## src/rtl/core/tcw_pkg.sv

```systemverilog
// Shared constants and control types of the text console writer.
`default_nettype none
package tcw_pkg;

   // Field widths
   localparam int OP_W   = 2;
   localparam int CH_W   = 8;
   localparam int ROW_FW = 5;
   localparam int COL_FW = 7;
   localparam int CELL_W = 16;
   localparam int ATTR_W = 8;

   // Default screen geometry
   localparam int DEF_COLUMNS = 80;
   localparam int DEF_ROWS    = 25;

   // Operation codes
   localparam logic [OP_W-1:0] OP_PUT   = 2'd0;
   localparam logic [OP_W-1:0] OP_CLEAR = 2'd1;
   localparam logic [OP_W-1:0] OP_READ  = 2'd2;

   // Cell and character constants
   localparam logic [CELL_W-1:0] BLANK_CELL = 16'h0F20;
   localparam logic [ATTR_W-1:0] ATTR_RESET = 8'h07;
   localparam logic [CH_W-1:0]   NEWLINE_CH = 8'd10;
   localparam logic [CH_W-1:0]   RETURN_CH  = 8'd13;
   localparam logic [CH_W-1:0]   SPACE_CH   = 8'h20;

   // Command to the sweep engine
   typedef struct packed {
      logic              start;
      logic              scroll;
      logic [CELL_W-1:0] fill_val;
   } sweep_cmd_type;

   // Status from the sweep engine
   typedef struct packed {
      logic busy;
      logic done;
   } sweep_stat_type;

endpackage
`default_nettype wire

```

## src/rtl/core/tcw_sweep.sv

```systemverilog
// Sweep engine: scroll copy and fill passes over the screen RAM.
`default_nettype none
module tcw_sweep #(
   parameter int CELLS   = 2000,
   parameter int COLUMNS = 80
) (
   input  wire logic                           clock,
   input  wire logic                           reset,
   input  wire tcw_pkg::sweep_cmd_type         cmd,
   output      tcw_pkg::sweep_stat_type        stat,
   output      logic [$clog2(CELLS)-1:0]       raddr,
   input  wire logic [tcw_pkg::CELL_W-1:0]     rdata,
   output      logic                           we,
   output      logic [$clog2(CELLS)-1:0]       waddr,
   output      logic [tcw_pkg::CELL_W-1:0]     wdata
);
   import tcw_pkg::*;

   localparam int ADDR_W = $clog2(CELLS);
   localparam logic [ADDR_W-1:0] KEEP = ADDR_W'(CELLS - COLUMNS);
   localparam logic [ADDR_W-1:0] LAST = ADDR_W'(CELLS - 1);
   localparam logic [ADDR_W-1:0] OFFS = ADDR_W'(COLUMNS);

   typedef enum logic [2:0] {
      ST_IDLE = 3'b001,
      ST_COPY = 3'b010,
      ST_FILL = 3'b100
   } state_type;

   state_type         state_ff, state_in;
   logic [ADDR_W-1:0] cnt_ff, cnt_in;
   logic [CELL_W-1:0] fill_ff, fill_in;
   logic              cp_pend_ff, cp_pend_in;
   logic [ADDR_W-1:0] cp_addr_ff;

   always_comb begin
      state_in   = state_ff;
      cnt_in     = cnt_ff;
      fill_in    = fill_ff;
      cp_pend_in = 1'b0;
      unique case (state_ff)
         ST_IDLE: begin
            if (cmd.start) begin
               fill_in  = cmd.fill_val;
               cnt_in   = '0;
               state_in = cmd.scroll ? ST_COPY : ST_FILL;
            end
         end
         ST_COPY: begin
            // one extra step at the end drains the last pending copy write
            if (cnt_ff == KEEP) begin
               state_in = ST_FILL;
            end else begin
               cp_pend_in = 1'b1;
               cnt_in     = cnt_ff + 1'b1;
            end
         end
         ST_FILL: begin
            if (cnt_ff == LAST) begin
               state_in = ST_IDLE;
            end else begin
               cnt_in = cnt_ff + 1'b1;
            end
         end
         default: state_in = ST_IDLE;
      endcase
   end

   always_ff @(posedge clock) begin
      if (reset) begin
         state_ff   <= ST_FILL;
         cnt_ff     <= '0;
         fill_ff    <= BLANK_CELL;
         cp_pend_ff <= 1'b0;
      end else begin
         state_ff   <= state_in;
         cnt_ff     <= cnt_in;
         fill_ff    <= fill_in;
         cp_pend_ff <= cp_pend_in;
      end
      cp_addr_ff <= cnt_ff;
   end

   assign raddr     = cnt_ff + OFFS;
   assign we        = cp_pend_ff || (state_ff == ST_FILL);
   assign waddr     = cp_pend_ff ? cp_addr_ff : cnt_ff;
   assign wdata     = cp_pend_ff ? rdata : fill_ff;
   assign stat.busy = (state_ff != ST_IDLE);
   assign stat.done = (state_ff == ST_FILL) && (cnt_ff == LAST);

endmodule
`default_nettype wire

```

## config.mk

```make
export PLATFORM = sky130hd
export DESIGN_NAME = tcw_sweep
export DESIGN_NICKNAME = d
export VERILOG_FILES = /design/src/rtl/core/tcw_pkg.sv /design/src/rtl/core/tcw_sweep.sv
export SDC_FILE = /design/constraint.sdc
export NUM_CORES = 1
export LEC_CHECK = 0
export BUFFER_PORTS_ARGS = -buffer_cell sky130_fd_sc_hd__buf_2
export CELL_PAD_IN_SITES_DETAIL_PLACEMENT = 1
export CELL_PAD_IN_SITES_GLOBAL_PLACEMENT = 2
export CORE_AREA = 2 2 102 79
export CTS_BUF_LIST = sky130_fd_sc_hd__clkbuf_16
export DETAILED_ROUTE_END_ITERATION = 16
export DIE_AREA = 0 0 104 81
export PLACE_DENSITY_LB_ADDON = 0.1
export SLEW_MARGIN = 10
export SYNTH_ARGS = -nofsm -noshare
export SYNTH_HDL_FRONTEND = slang
export SYNTH_SLANG_ARGS = --single-unit
```

## constraint.sdc

```tcl
create_clock -name clock -period 3.7 [get_ports clock]
set_input_delay 0.74 -clock clock [delete_from_list [all_inputs] [get_ports clock]]
set_output_delay 0.74 -clock clock [all_outputs]
set_load 0.01 [all_outputs]
```

==> reports/qor.txt <==
First-pass GRT wire length - 9970 um
Yosys warning count - 0
DRC violations left - 0
Clk_lat worst skew - 0.28 ns
EDFF count, synth - 0
Largest area contributor in the netlist - dfxtp_1
Ys async rst share - 0%
Final Hold Violating Endpoints - 0
Worst rel slew slack - 61.6%
WHS - 0.450 ns
Min cycle time layout - 2.68 ns
Post-synth top flop - dfxtp_1
Post-CTS Setup Repair Bufs - 0
DIE WIDTH - 104 um
Total number of vias - 1,990
Setup violations, final - 0
Antenna Nets Post-Route - 0
GP Congestion - 0.745
Pre-CTS setup slack - 1.28 ns
Most common cell in the netlist - nand2_1
Die area - 8420 sq um
Setup TNS - 0 ns
Hold path depth - 0
WS Path Type - flip-flop to output pin
Unrepaired setup endpoints after global routing - no
Root Driver - clkbuf_16
HP Class - flip-flop to flip-flop
# resized after CTS - 0
Initial DRC Count - 78
Area Overhead vs Synth - 27.1%
Register area share after synthesis - 38.9%
Worst slew pin tran - 0.574 ns
Clock Path Buffers - 2
Routed wire length per instance - 15.2 um
# nets final - 357
DRT Wirelength - 6400 um
Synth top area share - 38.9%
Critical Path End Type - output pin
P_leak - 1.16 nW
# diodes - 0
Peak VDD IR - 0.154 mV
Htree depth - 2
Synth unique cells - 46
Startpoint Class - flip-flop
Max frequency - 373 MHz
Core Area - 7570 sq um
Crit path required time - 2.96 ns
Final Skew - 0.00452 ns
Num CTS Buffers - 5
CTS tree - built
Top Ports - 77
Crit Path Max Fanout - 10
Synthesized flop and latch total - 42
Mapped Cells - 254
Most instantiated cells after synthesis - 48 x nand2_1, 42 x dfxtp_1, 22 x mux2_2
Clk sinks - 42
Fraction of layout cells with a size suffix above 1 - 37.2%
Global Route Usage Sum - 15.0%
Fin crit share - 72.4%
Status - complete, no violations
Syn_area_per_cell - 8.52 sq um
Mapped Area - 2160 sq um
Synth Net Count - 294
Top post-synthesis cells by area - dfxtp_1 39%, mux2_2 11%, nand2_1 8.3%
Worst-path clk slew - 0.06 ns
R2R depth - 6
Drt pass-1 iters - 4
Grt ovf - 0
Die height - 81 um
Vias in the first global route - 1,911
Maxcap violations - 0
Cts hold-fix bufs - 0
Starting Density - 28.6%
Final worst slack - 1.02 ns
CP Data Arrival Time - 1.94 ns
Pin count of the biggest net entering global routing - 24
Rows - 28
HPWL Detailed - 4730 um
Drt via density - 4.72
PwrDens - 409 nW/um^2
Initial antenna violation count - 0
Max-slew violations - 0
Port bufs - 76
cells in the final DEF (no fill, tap or decap), types with 3 or more instances in the layout:
cell type,netlist,final
dfxtp_1,42,42
mux2_2,22,22
inv_1,10,10
nand2_1,48,48
nand4_1,4,4
nand2b_1,3,3
o21ai_0,10,10
a311oi_1,4,4
nor3_1,5,5
nand3_1,10,10
buf_4,5,3
buf_2,7,76
nor2_1,8,8
a21oi_1,20,20
clkbuf_16,0,5
xnor2_1,5,5
ha_1,4,4
flip-flops by register name (all words and copies together) (netlist names):
name        flops
fill_ff        16
cp_addr_ff     11
cnt_ff         11
cp_pend_ff      1
state_ff        3
worst max-delay path, stage by stage, from the launching register on:
cell and delay (ns):
dfxtp_1 0.56, or3b_2 0.51, nor4_2 0.39, buf_2 0.20
cell type report:
cell class | instances | area (sq um)
clock buffers | 5 | 125
clock inverters | 2 | 33.8
multi-input cells | 179 | 1180
repair buffers | 79 | 403
fillers | 927 | 4820
inverters | 10 | 37.5
well taps | 105 | 131
flip-flops and latches | 42 | 841
metal layers:
metal / vias to the layer above / global-route usage, % / part of all wire (%)
met3: 2 / 3.85 / 4.4
met5: - / 0 / 0
li1: 1015 / - / -
met2: 48 / 24.0 / 44
met4: 0 / 2.57 / 0.22
met1: 925 / 20.9 / 51
report_power, final:
group / leakage, nW / total [mW] / internal, mW / switching (mW)
clock: 0.0773 / 0.484 / 0.312 / 0.172
sequential: 0.340 / 0.496 / 0.470 / 0.0255
combinational: 0.742 / 0.145 / 0.0645 / 0.0807
metrics by stage:
step,utilization [%],cell area (sq um),cells,power [mW]
2_1_floorplan,-,2160,254,0.596
5_1_grt,36.3,2750,422,1.18
3_3_place_gp,34.2,2590,415,0.649
6_report,36.3,2750,422,1.13
4_1_cts,36.3,2750,422,1.14
3_5_place_dp,34.2,2590,415,0.651
kinds of logic (layout without fill, tap and decap cells):
family	after synthesis	count (layout)	synth area share (%)
and+or+nand+nor	93	93	21.0
AOI/OAI and AO/OA	52	52	15.7
DFF	42	42	38.9
buffers and inverters	33	96	7.35
muxes	23	23	11.9
xor gates and xnor gates	7	7	2.83
adders and majority gates	4	4	2.31
final timing paths:
path | slack [ns] | end | startpoint
setup / recovery | 1.02 | stat[0] | state_ff[2]$_SDFFE_PP1P_
hold / removal | 0.45 | cp_addr_ff[5]$_DFF_P_ | cnt_ff[5]$_SDFFE_PP0P_
setup reg to reg | 1.78 | cnt_ff[1]$_SDFFE_PP0P_ | cnt_ff[0]$_SDFFE_PP0P_
hold reg to reg | 0.45 | cp_addr_ff[5]$_DFF_P_ | cnt_ff[5]$_SDFFE_PP0P_
No activity file was read; power rests on OpenSTA's default activity.
